--- config.mk ---
export PLATFORM = sky130hd
export DESIGN_NAME = ascii_position_line_parser_core
export DESIGN_NICKNAME = d
export VERILOG_FILES = /design/src/design/alpp_pkg.sv /design/src/design/alpp_front.sv /design/src/design/alpp_evt_queue.sv /design/src/design/alpp_back.sv /design/src/design/ascii_position_line_parser_core.sv
export SDC_FILE = /design/constraint.sdc
export NUM_CORES = 1
export LEC_CHECK = 0
export BUFFER_PORTS_ARGS = -buffer_cell sky130_fd_sc_hd__buf_4
export CAP_MARGIN = 0
export CORE_AREA = 2 2 285 287
export CTS_CLUSTER_DIAMETER = 100
export DETAILED_ROUTE_END_ITERATION = 16
export DIE_AREA = 0 0 287 289
export PLACE_DENSITY = 0.77
export SYNTH_ARGS = -nofsm -noshare
export SYNTH_HDL_FRONTEND = slang
export SYNTH_SLANG_ARGS = --single-unit
--- constraint.sdc ---
create_clock -name i_clk -period 11.7 [get_ports i_clk]
set_clock_uncertainty 0.05 [all_clocks]
set_input_delay 1.17 -clock i_clk [delete_from_list [all_inputs] [get_ports i_clk]]
set_output_delay 1.17 -clock i_clk [all_outputs]
set_load 0.1 [all_outputs]
--- src/design/alpp_pkg.sv ---
// Shared package of the ASCII position line parser.
// Holds constants, line-kind codes and the structs passed between the parts.
// No dependencies.
package alpp_pkg;

    // Line buffer limit: a line holds at most LINE_CAPACITY-1 characters
    localparam int LINE_CAPACITY = 48;
    localparam int LC_W          = $clog2(LINE_CAPACITY);

    localparam int POS_W  = 12;
    localparam int CONF_W = 7;
    localparam int SEQ_W  = 16;
    localparam int CNT_W  = 32;
    localparam int MS_W   = 32;

    // Line kinds
    localparam logic [1:0] KIND_BAD    = 2'd0;
    localparam logic [1:0] KIND_BALL   = 2'd1;
    localparam logic [1:0] KIND_NOBALL = 2'd2;
    localparam logic [1:0] KIND_TARGET = 2'd3;

    // Configuration register indexes
    localparam logic [1:0] CFG_TARGET_MIN = 2'd0;
    localparam logic [1:0] CFG_TARGET_MAX = 2'd1;
    localparam logic [1:0] CFG_REFRESH_MS = 2'd2;

    // Characters
    localparam logic [7:0] CH_NUL   = 8'h00;
    localparam logic [7:0] CH_LF    = 8'h0A;
    localparam logic [7:0] CH_CR    = 8'h0D;
    localparam logic [7:0] CH_PLUS  = 8'h2B;
    localparam logic [7:0] CH_COMMA = 8'h2C;
    localparam logic [7:0] CH_MINUS = 8'h2D;
    localparam logic [7:0] CH_DOT   = 8'h2E;
    localparam logic [7:0] CH_0     = 8'h30;
    localparam logic [7:0] CH_9     = 8'h39;
    localparam logic [7:0] CH_B     = 8'h42;
    localparam logic [7:0] CH_T     = 8'h54;
    localparam logic [7:0] CH_X     = 8'h58;

    // Magnitude limits in hundredths
    localparam logic [11:0] POS_LIMIT  = 12'd2000;
    localparam logic [11:0] CONF_LIMIT = 12'd100;
    localparam logic [11:0] MAG_CAP    = 12'd2001;

    // One finished line, handed from the parser to the state update
    typedef struct packed {
        logic [1:0]              kind;
        logic signed [POS_W-1:0] position;
        logic signed [POS_W-1:0] value;
        logic [CONF_W-1:0]       conf;
        logic [MS_W-1:0]         now_ms;
    } t_line_evt;

    typedef struct packed {
        logic signed [POS_W-1:0] target_min;
        logic signed [POS_W-1:0] target_max;
        logic [MS_W-1:0]         refresh_ms;
    } t_cfg;

    typedef struct packed {
        logic [1:0]              line_kind;
        logic                    ball_seen;
        logic signed [POS_W-1:0] ball_position;
        logic [CONF_W-1:0]       ball_confidence;
        logic [SEQ_W-1:0]        ball_sequence;
        logic [MS_W-1:0]         ball_time_ms;
        logic                    target_present;
        logic signed [POS_W-1:0] target_position;
        logic [CNT_W-1:0]        target_version;
        logic [CNT_W-1:0]        good_lines;
        logic [CNT_W-1:0]        bad_lines;
    } t_result;

endpackage

--- src/design/alpp_front.sv ---
// Front part: character-at-a-time line parser.
// Classifies each finished line and emits one line event. Depends on alpp_pkg.
module alpp_front
    import alpp_pkg::*;
(
    input  logic      i_clk,
    input  logic      i_rst_n,
    input  logic      i_accept,
    input  logic [7:0] i_rx_byte,
    input  logic [MS_W-1:0] i_now_ms,
    output logic      o_evt_push,
    output t_line_evt o_evt
);

    localparam logic [3:0] PH_START         = 4'd0;
    localparam logic [3:0] PH_B_COMMA       = 4'd1;
    localparam logic [3:0] PH_T_COMMA       = 4'd2;
    localparam logic [3:0] PH_X_COMMA       = 4'd3;
    localparam logic [3:0] PH_NUM           = 4'd4;
    localparam logic [3:0] PH_FROZEN_BALL   = 4'd5;
    localparam logic [3:0] PH_FROZEN_NOBALL = 4'd6;
    localparam logic [3:0] PH_FROZEN_TARGET = 4'd7;
    localparam logic [3:0] PH_ERROR         = 4'd8;

    localparam logic [1:0] CTX_POS   = 2'd0;
    localparam logic [1:0] CTX_BCONF = 2'd1;
    localparam logic [1:0] CTX_XCONF = 2'd2;
    localparam logic [1:0] CTX_TGT   = 2'd3;

    localparam logic [2:0] SUB_BEGIN = 3'd0;
    localparam logic [2:0] SUB_SIGN  = 3'd1;
    localparam logic [2:0] SUB_INT   = 3'd2;
    localparam logic [2:0] SUB_DOT   = 3'd3;
    localparam logic [2:0] SUB_FRAC1 = 3'd4;
    localparam logic [2:0] SUB_FRAC2 = 3'd5;

    function automatic logic [11:0] cap_mag(input logic [14:0] m);
        cap_mag = (m > 15'(POS_LIMIT)) ? MAG_CAP : m[11:0];
    endfunction

    logic [LC_W-1:0]         r_line_count, n_line_count;
    logic [3:0]              r_phase, n_phase;
    logic [1:0]              r_ctx, n_ctx;
    logic [2:0]              r_sub, n_sub;
    logic                    r_neg, n_neg;
    logic [11:0]             r_mag, n_mag;
    logic signed [POS_W-1:0] r_first, n_first;

    logic [1:0]              w_end_kind;
    logic                    w_conf_ok;
    logic signed [POS_W-1:0] w_value;
    logic                    w_dig;
    logic [3:0]              w_d;
    logic                    w_frozen;
    logic [14:0]             w_int_sum;

    assign w_conf_ok = (r_mag <= CONF_LIMIT) && !(r_neg && (r_mag != 12'd0));
    assign w_value   = r_neg ? -$signed(r_mag) : $signed(r_mag);
    assign w_dig     = (i_rx_byte >= CH_0) && (i_rx_byte <= CH_9);
    assign w_d       = w_dig ? i_rx_byte[3:0] : 4'd0;
    assign w_frozen  = (r_phase == PH_FROZEN_BALL) || (r_phase == PH_FROZEN_NOBALL) ||
                       (r_phase == PH_FROZEN_TARGET) || (r_phase == PH_ERROR);
    assign w_int_sum = 15'(r_mag) * 15'd10 + 15'(w_d) * 15'd100;

    // Kind of the line if the text ended here
    always_comb begin
        w_end_kind = KIND_BAD;
        case (r_phase)
            PH_FROZEN_BALL:   w_end_kind = KIND_BALL;
            PH_FROZEN_NOBALL: w_end_kind = KIND_NOBALL;
            PH_FROZEN_TARGET: w_end_kind = KIND_TARGET;
            PH_NUM: begin
                if (r_sub inside {SUB_INT, SUB_FRAC1, SUB_FRAC2}) begin
                    case (r_ctx)
                        CTX_BCONF: w_end_kind = w_conf_ok ? KIND_BALL : KIND_BAD;
                        CTX_XCONF: w_end_kind = w_conf_ok ? KIND_NOBALL : KIND_BAD;
                        CTX_TGT:   w_end_kind = (r_mag <= POS_LIMIT) ? KIND_TARGET : KIND_BAD;
                        default:   w_end_kind = KIND_BAD;
                    endcase
                end
            end
            default: w_end_kind = KIND_BAD;
        endcase
    end

    always_comb begin
        n_line_count = r_line_count;
        n_phase      = r_phase;
        n_ctx        = r_ctx;
        n_sub        = r_sub;
        n_neg        = r_neg;
        n_mag        = r_mag;
        n_first      = r_first;
        o_evt_push   = 1'b0;

        if (i_accept && (i_rx_byte != CH_CR)) begin
            if (i_rx_byte == CH_LF) begin
                if (r_line_count != '0) begin
                    o_evt_push   = 1'b1;
                    n_line_count = '0;
                    n_phase      = PH_START;
                end
            end else if (r_line_count < LC_W'(LINE_CAPACITY - 1)) begin
                n_line_count = r_line_count + 1'b1;
                if (!w_frozen) begin
                    if (i_rx_byte == CH_NUL) begin
                        case (w_end_kind)
                            KIND_BALL:   n_phase = PH_FROZEN_BALL;
                            KIND_NOBALL: n_phase = PH_FROZEN_NOBALL;
                            KIND_TARGET: n_phase = PH_FROZEN_TARGET;
                            default:     n_phase = PH_ERROR;
                        endcase
                    end else begin
                        case (r_phase)
                            PH_START: begin
                                n_phase = (i_rx_byte == CH_B) ? PH_B_COMMA :
                                          (i_rx_byte == CH_T) ? PH_T_COMMA : PH_ERROR;
                            end
                            PH_B_COMMA, PH_T_COMMA, PH_X_COMMA: begin
                                n_mag   = '0;
                                n_neg   = 1'b0;
                                n_sub   = SUB_BEGIN;
                                n_ctx   = (r_phase == PH_B_COMMA) ? CTX_POS :
                                          (r_phase == PH_T_COMMA) ? CTX_TGT : CTX_XCONF;
                                n_phase = (i_rx_byte == CH_COMMA) ? PH_NUM : PH_ERROR;
                            end
                            PH_NUM: begin
                                case (r_sub)
                                    SUB_BEGIN: begin
                                        if (i_rx_byte == CH_MINUS) begin
                                            n_neg = 1'b1;
                                            n_mag = '0;
                                            n_sub = SUB_SIGN;
                                        end else if (i_rx_byte == CH_PLUS) begin
                                            n_neg = 1'b0;
                                            n_mag = '0;
                                            n_sub = SUB_SIGN;
                                        end else if (w_dig) begin
                                            n_neg = 1'b0;
                                            n_mag = 12'(w_d) * 12'd100;
                                            n_sub = SUB_INT;
                                        end else if ((r_ctx == CTX_POS) && (i_rx_byte == CH_X)) begin
                                            n_phase = PH_X_COMMA;
                                        end else begin
                                            n_phase = PH_ERROR;
                                        end
                                    end
                                    SUB_SIGN: begin
                                        if (w_dig) begin
                                            n_mag = 12'(w_d) * 12'd100;
                                            n_sub = SUB_INT;
                                        end else begin
                                            n_phase = PH_ERROR;
                                        end
                                    end
                                    default: begin
                                        if (w_dig && (r_sub == SUB_INT)) begin
                                            n_mag = cap_mag(w_int_sum);
                                        end else if (w_dig && (r_sub == SUB_DOT)) begin
                                            n_mag = cap_mag(15'(r_mag) + 15'(w_d) * 15'd10);
                                            n_sub = SUB_FRAC1;
                                        end else if (w_dig && (r_sub == SUB_FRAC1)) begin
                                            n_mag = cap_mag(15'(r_mag) + 15'(w_d));
                                            n_sub = SUB_FRAC2;
                                        end else if ((i_rx_byte == CH_DOT) && (r_sub == SUB_INT)) begin
                                            n_sub = SUB_DOT;
                                        end else if ((i_rx_byte == CH_COMMA) && (r_ctx == CTX_POS) &&
                                                     (r_sub != SUB_DOT)) begin
                                            if (r_mag > POS_LIMIT) begin
                                                n_phase = PH_ERROR;
                                            end else begin
                                                n_first = w_value;
                                                n_mag   = '0;
                                                n_neg   = 1'b0;
                                                n_ctx   = CTX_BCONF;
                                                n_sub   = SUB_BEGIN;
                                            end
                                        end else begin
                                            n_phase = PH_ERROR;
                                        end
                                    end
                                endcase
                            end
                            default: n_phase = PH_ERROR;
                        endcase
                    end
                end
            end else begin
                // Overlong line: drop the byte and restart empty
                n_line_count = '0;
                n_phase      = PH_START;
            end
        end
    end

    assign o_evt.kind     = w_end_kind;
    assign o_evt.position = r_first;
    assign o_evt.value    = w_value;
    assign o_evt.conf     = r_mag[CONF_W-1:0];
    assign o_evt.now_ms   = i_now_ms;

    always_ff @(posedge i_clk) begin
        if (!i_rst_n) begin
            r_line_count <= '0;
            r_phase      <= PH_START;
            r_ctx        <= CTX_POS;
            r_sub        <= SUB_BEGIN;
            r_neg        <= 1'b0;
            r_mag        <= '0;
            r_first      <= '0;
        end else begin
            r_line_count <= n_line_count;
            r_phase      <= n_phase;
            r_ctx        <= n_ctx;
            r_sub        <= n_sub;
            r_neg        <= n_neg;
            r_mag        <= n_mag;
            r_first      <= n_first;
        end
    end

endmodule

--- src/design/alpp_evt_queue.sv ---
// Two-entry queue of line events between the parser and the state update.
// Depends on alpp_pkg.
module alpp_evt_queue
    import alpp_pkg::*;
(
    input  logic      i_clk,
    input  logic      i_rst_n,
    input  logic      i_push,
    input  t_line_evt i_data,
    output logic      o_full,
    input  logic      i_pop,
    output logic      o_valid,
    output t_line_evt o_data
);

    t_line_evt  r_mem [2];
    logic       r_wr_ptr, r_rd_ptr;
    logic [1:0] r_count;

    assign o_full  = (r_count == 2'd2);
    assign o_valid = (r_count != 2'd0);
    assign o_data  = r_mem[r_rd_ptr];

    always_ff @(posedge i_clk) begin
        if (i_push) begin
            r_mem[r_wr_ptr] <= i_data;
        end
    end

    always_ff @(posedge i_clk) begin
        if (!i_rst_n) begin
            r_wr_ptr <= 1'b0;
            r_rd_ptr <= 1'b0;
            r_count  <= 2'd0;
        end else begin
            if (i_push) begin
                r_wr_ptr <= ~r_wr_ptr;
            end
            if (i_pop) begin
                r_rd_ptr <= ~r_rd_ptr;
            end
            r_count <= r_count + {1'b0, i_push} - {1'b0, i_pop};
        end
    end

endmodule

--- src/design/alpp_back.sv ---
// Back part: applies line events to ball, target and count state and
// queues one result snapshot per line. Depends on alpp_pkg.
module alpp_back
    import alpp_pkg::*;
(
    input  logic      i_clk,
    input  logic      i_rst_n,
    input  t_cfg      i_cfg,
    input  logic      i_evt_valid,
    input  t_line_evt i_evt,
    output logic      o_evt_pop,
    output logic      o_empty,
    input  logic      i_pop,
    output t_result   o_result
);

    logic                    r_seen, n_seen;
    logic signed [POS_W-1:0] r_last_pos, n_last_pos;
    logic [CONF_W-1:0]       r_last_conf, n_last_conf;
    logic [SEQ_W-1:0]        r_seq, n_seq;
    logic [MS_W-1:0]         r_last_rx, n_last_rx;
    logic [MS_W-1:0]         r_last_meas, n_last_meas;
    logic                    r_tflag, n_tflag;
    logic signed [POS_W-1:0] r_tstore, n_tstore;
    logic [CNT_W-1:0]        r_version, n_version;
    logic [CNT_W-1:0]        r_good, n_good;
    logic [CNT_W-1:0]        r_bad, n_bad;

    t_result    r_mem [2];
    logic       r_wr_ptr, r_rd_ptr;
    logic [1:0] r_count;

    logic                    w_out_full;
    logic                    w_out_pop;
    logic [MS_W-1:0]         w_age;
    logic signed [POS_W-1:0] w_clamped;
    t_result                 w_snap;

    assign w_out_full = (r_count == 2'd2);
    assign o_empty    = (r_count == 2'd0);
    assign w_out_pop  = i_pop && !o_empty;
    assign o_evt_pop  = i_evt_valid && !w_out_full;
    assign o_result   = r_mem[r_rd_ptr];

    assign w_age = i_evt.now_ms - r_last_meas;

    always_comb begin
        if (i_evt.value < i_cfg.target_min) begin
            w_clamped = i_cfg.target_min;
        end else if (i_evt.value > i_cfg.target_max) begin
            w_clamped = i_cfg.target_max;
        end else begin
            w_clamped = i_evt.value;
        end
    end

    always_comb begin
        n_seen      = r_seen;
        n_last_pos  = r_last_pos;
        n_last_conf = r_last_conf;
        n_seq       = r_seq;
        n_last_rx   = r_last_rx;
        n_last_meas = r_last_meas;
        n_tflag     = r_tflag;
        n_tstore    = r_tstore;
        n_version   = r_version;
        n_good      = r_good;
        n_bad       = r_bad;

        if (i_evt.kind == KIND_BAD) begin
            n_bad = r_bad + 1'b1;
        end else begin
            n_good = r_good + 1'b1;
            case (i_evt.kind)
                KIND_BALL: begin
                    // Bump on first sighting, on a move, or when the position is stale
                    if (!r_seen || (i_evt.position != r_last_pos) ||
                        (w_age >= i_cfg.refresh_ms)) begin
                        n_seq       = r_seq + 1'b1;
                        n_last_meas = i_evt.now_ms;
                    end
                    n_last_pos  = i_evt.position;
                    n_last_conf = i_evt.conf;
                    n_seen      = 1'b1;
                    n_last_rx   = i_evt.now_ms;
                end
                KIND_TARGET: begin
                    if (!r_tflag || (w_clamped != r_tstore)) begin
                        n_tstore  = w_clamped;
                        n_version = r_version + 1'b1;
                    end
                    n_tflag = 1'b1;
                end
                default: begin
                end
            endcase
        end
    end

    always_comb begin
        w_snap.line_kind       = i_evt.kind;
        w_snap.ball_seen       = n_seen;
        w_snap.ball_position   = n_last_pos;
        w_snap.ball_confidence = n_last_conf;
        w_snap.ball_sequence   = n_seq;
        w_snap.ball_time_ms    = n_last_rx;
        w_snap.target_present  = n_tflag;
        w_snap.target_position = n_tstore;
        w_snap.target_version  = n_version;
        w_snap.good_lines      = n_good;
        w_snap.bad_lines       = n_bad;
    end

    always_ff @(posedge i_clk) begin
        if (o_evt_pop) begin
            r_mem[r_wr_ptr] <= w_snap;
        end
    end

    always_ff @(posedge i_clk) begin
        if (!i_rst_n) begin
            r_seen      <= 1'b0;
            r_last_pos  <= '0;
            r_last_conf <= '0;
            r_seq       <= '0;
            r_last_rx   <= '0;
            r_last_meas <= '0;
            r_tflag     <= 1'b0;
            r_tstore    <= '0;
            r_version   <= '0;
            r_good      <= '0;
            r_bad       <= '0;
            r_wr_ptr    <= 1'b0;
            r_rd_ptr    <= 1'b0;
            r_count     <= 2'd0;
        end else begin
            if (o_evt_pop) begin
                r_seen      <= n_seen;
                r_last_pos  <= n_last_pos;
                r_last_conf <= n_last_conf;
                r_seq       <= n_seq;
                r_last_rx   <= n_last_rx;
                r_last_meas <= n_last_meas;
                r_tflag     <= n_tflag;
                r_tstore    <= n_tstore;
                r_version   <= n_version;
                r_good      <= n_good;
                r_bad       <= n_bad;
                r_wr_ptr    <= ~r_wr_ptr;
            end
            if (w_out_pop) begin
                r_rd_ptr <= ~r_rd_ptr;
            end
            r_count <= r_count + {1'b0, o_evt_pop} - {1'b0, w_out_pop};
        end
    end

endmodule

--- src/design/ascii_position_line_parser_core.sv ---
// Top level of the ASCII position line parser.
// Instantiates alpp_front, alpp_evt_queue and alpp_back; depends on alpp_pkg.
//
//   Channel   Direction  Handshake             Payload
//   -------   ---------  --------------------  ----------------------------------
//   input     in         push / full           i_rx_byte, i_now_ms
//   result    out        empty / pop           o_line_kind ... o_bad_lines
//   config    in         i_cfg_we (no wait)    i_cfg_index, i_cfg_wdata
//
// One byte is taken per cycle while full is low. The parser handles a byte in the cycle it is
// accepted; a newline that closes a non-empty line drops a line event into a
// two-entry queue, and the state update, while the result queue has room,
// retires one event per cycle into a two-entry result queue.
// full follows only the event queue and empty only the result queue: a
// stalled reader backs up through both queues before input is held.
// Reset (synchronous, active low) clears all parser, ball, target and count
// state, empties both queues and loads the register reset values.
module ascii_position_line_parser_core
    import alpp_pkg::*;
(
    input  logic                    i_clk,
    input  logic                    i_rst_n,

    input  logic                    push,
    output logic                    full,
    input  logic [7:0]              i_rx_byte,
    input  logic [MS_W-1:0]         i_now_ms,

    output logic                    empty,
    input  logic                    pop,
    output logic [1:0]              o_line_kind,
    output logic                    o_ball_seen,
    output logic signed [POS_W-1:0] o_ball_position,
    output logic [CONF_W-1:0]       o_ball_confidence,
    output logic [SEQ_W-1:0]        o_ball_sequence,
    output logic [MS_W-1:0]         o_ball_time_ms,
    output logic                    o_target_present,
    output logic signed [POS_W-1:0] o_target_position,
    output logic [CNT_W-1:0]        o_target_version,
    output logic [CNT_W-1:0]        o_good_lines,
    output logic [CNT_W-1:0]        o_bad_lines,

    input  logic                    i_cfg_we,
    input  logic [1:0]              i_cfg_index,
    input  logic [31:0]             i_cfg_wdata
);

    t_cfg      r_cfg;
    logic      w_accept;
    logic      w_evt_push;
    t_line_evt w_evt_in;
    logic      w_evt_valid;
    t_line_evt w_evt_out;
    logic      w_evt_pop;
    t_result   w_result;

    assign w_accept = push && !full;

    // Configuration registers; an index past the list is ignored
    always_ff @(posedge i_clk) begin
        if (!i_rst_n) begin
            r_cfg.target_min <= -12'sd2000;
            r_cfg.target_max <= 12'sd2000;
            r_cfg.refresh_ms <= 32'd100;
        end else if (i_cfg_we) begin
            case (i_cfg_index)
                CFG_TARGET_MIN: r_cfg.target_min <= $signed(i_cfg_wdata[POS_W-1:0]);
                CFG_TARGET_MAX: r_cfg.target_max <= $signed(i_cfg_wdata[POS_W-1:0]);
                CFG_REFRESH_MS: r_cfg.refresh_ms <= i_cfg_wdata[MS_W-1:0];
                default: begin
                end
            endcase
        end
    end

    // Parse bytes and classify lines
    alpp_front u_front (
        .i_clk      (i_clk),
        .i_rst_n    (i_rst_n),
        .i_accept   (w_accept),
        .i_rx_byte  (i_rx_byte),
        .i_now_ms   (i_now_ms),
        .o_evt_push (w_evt_push),
        .o_evt      (w_evt_in)
    );

    // Decouple the parser from the state update
    alpp_evt_queue u_evt_queue (
        .i_clk   (i_clk),
        .i_rst_n (i_rst_n),
        .i_push  (w_evt_push),
        .i_data  (w_evt_in),
        .o_full  (full),
        .i_pop   (w_evt_pop),
        .o_valid (w_evt_valid),
        .o_data  (w_evt_out)
    );

    // Apply lines to state and hold results for the reader
    alpp_back u_back (
        .i_clk       (i_clk),
        .i_rst_n     (i_rst_n),
        .i_cfg       (r_cfg),
        .i_evt_valid (w_evt_valid),
        .i_evt       (w_evt_out),
        .o_evt_pop   (w_evt_pop),
        .o_empty     (empty),
        .i_pop       (pop),
        .o_result    (w_result)
    );

    assign o_line_kind       = w_result.line_kind;
    assign o_ball_seen       = w_result.ball_seen;
    assign o_ball_position   = w_result.ball_position;
    assign o_ball_confidence = w_result.ball_confidence;
    assign o_ball_sequence   = w_result.ball_sequence;
    assign o_ball_time_ms    = w_result.ball_time_ms;
    assign o_target_present  = w_result.target_present;
    assign o_target_position = w_result.target_position;
    assign o_target_version  = w_result.target_version;
    assign o_good_lines      = w_result.good_lines;
    assign o_bad_lines       = w_result.bad_lines;

endmodule

==> results.md <==
- CP endpoint kind: flop
- Placed Instances: 4855
- GRT overflow: 0
- HP Class: reg2reg
- Hold Crit Depth: 2
- Fin area: 45200 um2
- Setup Crit Path Kind: reg2reg
- Drt drc: 0
- Worst setup SP type: flop
- VDD IR max: 0.195 mV
- GPL Wtd Cong: 0.927
- Via density per instance: 5.73
- CTS Hold Bufs: 0
- Vias in the first global route: 27100
- Area growth from synthesis to layout: 14.0%
- Commonest non-fill, non-tap cell in the layout: edfxtp_1
- Max Freq: 0.134 GHz
- Cell count of the worst reg-to-reg path: 23
- Clock Path Buffers: 3
- Ys async rst share: 0%
- Die Span X: 287 um
- Synthesized cell area: 39600 um2
- Number of clock sinks: 801
- Num CTS Buffers: 81
- Met2 WL: 46.3 mm
- R2R Setup Slk: 4.21 ns
- Cell count after synthesis: 3687
- RSZ-0062 raised after global routing: no
- Commonest non-fill, non-tap cells in the layout: 486 x edfxtp_1, 331 x nor2_1, 315 x nand2_1
- Setup WS post-layout: 4.21 ns
- M1 WL: 42.2 mm
- Tcrit/Tclk final: 64.0%
- DIE AREA: 82900 um2
- Routed WL: 96.8 mm
- TritonCTS clock tree: done
- Outcome: finished, final reports clean
- Starting Density: 49.6%
- Total setup buffers inserted after CTS: 0
- Final setup viols: 0
- DR top layer: met5
- Worst EP arrival: 7.96 ns
- 1st-iter DRT viols: 2344
- Largest net degree at the start of global routing: 135
- Slew HR: 24.5%
- CP max FO: 61
- CTS Root Cell: clkbuf_16
- Max Slew Vio Count: 0
- Layout Cells excl Fill: 5008
- LEAKAGE: 16.5 nW
- Power per cell area: 261 nW/um2
- Skew-Pair Late Insertion Delay: 0.65 ns
- Placed Area: 42500 um2
- Setup TNS Final: 0 ns
- Syn Area/Cell: 10.8 um2
- Post_cts resized: 0
- Hold EP: r_cfg[12]
- Antenna violation net count after detailed routing: 0
- DR WL/cell: 19.3 um
- FP Rows: 104
- Post-DP HPWL: 66.5 mm
- Vias: 28700
- Clock transition at path regs: 0.07 ns
- GRT Util Overall: 22.9%
- Final Hold Fails: 0
- Sequential area share after synthesis: 52.7%
- DR WL met3: 6.22 mm
- Required @ worst endpoint: 12.17 ns
- I/O pins: 260
- First-pass GRT wire length: 151 mm
- Core area: 79900 um2
- Tmin final: 7.49 ns
- RR Endpoint: u_back.r_last_meas[6]
- Max_cap viols: 0
- Synth Register Bits: 801
- Place WS: 4.33 ns
- Hold wc startpoint: r_cfg[12]
- Share of post-route cells with drive strength above 1: 17.1%
- Die Y: 289 um
- Pre-antenna DRT Iters: 9
- Syn. warnings: 0
- Synth Flop Type: edfxtp_1
- Cell variety after synth: 91
- Antenna violations before repair: 4
- NumNets Final: 4100
- PortBufs: 259
- H-tree levels: 3
- Post-synth EDFFs: 486
- Worst slew pin tran: 1.12 ns
- Util after Layout: 56.6%
[worst max-delay path, stage by stage (launching register included)]
cell and delay [ns]:
dfxtp_4 0.75, mux2i_1 0.38, inv_1 0.11, ha_1 0.37
and3_1 0.23, and2_1 0.18, a221o_1 0.30, and3_1 0.19
a211o_1 0.34, a211o_1 0.31, a31o_2 0.25, a311oi_1 0.44
a21o_1 0.19, xnor2_1 0.12, ha_1 0.26, nand4_1 0.11
nor2_1 0.08, a2111oi_0 0.48, nand3_1 0.15, a2111oi_2 0.52
nand2_1 0.24, nand2_2 0.87, nor2_1 0.07, a211oi_1 0.30
[logic make-up (layout without fill, tap and decap cells)]
| family | after synthesis | count (layout) | synth area share (%) |
|---|---|---|---|
| AOI/OAI and AO/OA | 691 | 691 | 11.5 |
| DFF | 801 | 801 | 52.7 |
| other | 1 | 3 | 0.00946 |
| adders and majority gates | 144 | 144 | 4.59 |
| and+or+nand+nor | 1133 | 1133 | 13.7 |
| xor gates and xnor gates | 269 | 269 | 5.94 |
| muxes | 291 | 291 | 8.00 |
| buffers and inverters | 357 | 616 | 3.59 |
[worst max path at each step]
stage,to,slack (ns),cells past startpoint
detailed placement,u_back.r_last_meas[26],4.33,23
global route,u_back.r_last_meas[6],3.48,23
finish,u_back.r_last_meas[6],4.21,23
CTS,u_back.r_last_meas[6],4.24,23
global placement,u_back.r_seq[0],4.59,23
floorplan,u_back.r_mem[0][0],2.54,5
[where the power goes]
group | total [W] | internal (W) | switching [W]
sequential | 0.00380 | 0.00362 | 0.000178
combinational | 0.00541 | 0.00132 | 0.00409
clock | 0.00257 | 0.00147 | 0.00110
[flip-flops by register name, indices dropped and copies added, names as in the netlist, 7 cells and up, named ones only]
register / flops
u_back.r_last_meas: 32
u_front.r_mag: 12
u_back.r_good: 32
u_back.r_tstore: 12
u_back.r_last_rx: 32
u_back.r_mem: 358
u_front.r_first: 12
u_back.r_version: 32
u_evt_queue.r_mem: 128
u_back.r_last_pos: 12
u_back.r_last_conf: 7
r_cfg: 56
u_back.r_bad: 32
u_back.r_seq: 16
[per-layer routing]
metal,vias to the layer above,GRT usage [%]
li1,13800,-
met1,13900,31.2
met2,872,38.0
met3,140,3.50
met4,8,6.77
met5,-,0
[cell usage after synthesis, drive strengths merged (65+ instances only)]
library cell / instances / area share, %
mux2i: 89 / 2.2
nor3: 65 / 0.83
nor2: 338 / 3.2
clkbuf: 144 / 1.4
a21oi: 253 / 3.2
a211oi: 101 / 1.9
xor2: 111 / 2.5
mux2: 202 / 5.8
nand2: 317 / 3.0
inv: 171 / 1.6
edfxtp: 486 / 37
xnor2: 158 / 3.5
dfxtp: 315 / 16
nand3: 86 / 1.1
ha: 140 / 4.4
o21ai: 82 / 1.0
[through the flow]
step	power, W	hold slack (ns)
floorplan	0.00814	0.375
CTS	0.0118	0.406
global placement	0.00919	0.386
finish	0.0118	0.406
detailed placement	0.00925	0.394
global route	0.0123	0.420
[cell type report]
class,count,area (um2)
Antenna cell,1,2.50
Fill cell,6636,34700
Sequential cell,801,20900
Inverter,172,653
Timing Repair Buffer,292,2200
Clock inverter,37,402
Clock buffer,115,2280
Tap cell,1060,1330
Multi-Input combinational cell,2530,17400
Power figures use the tool's default switching activity.
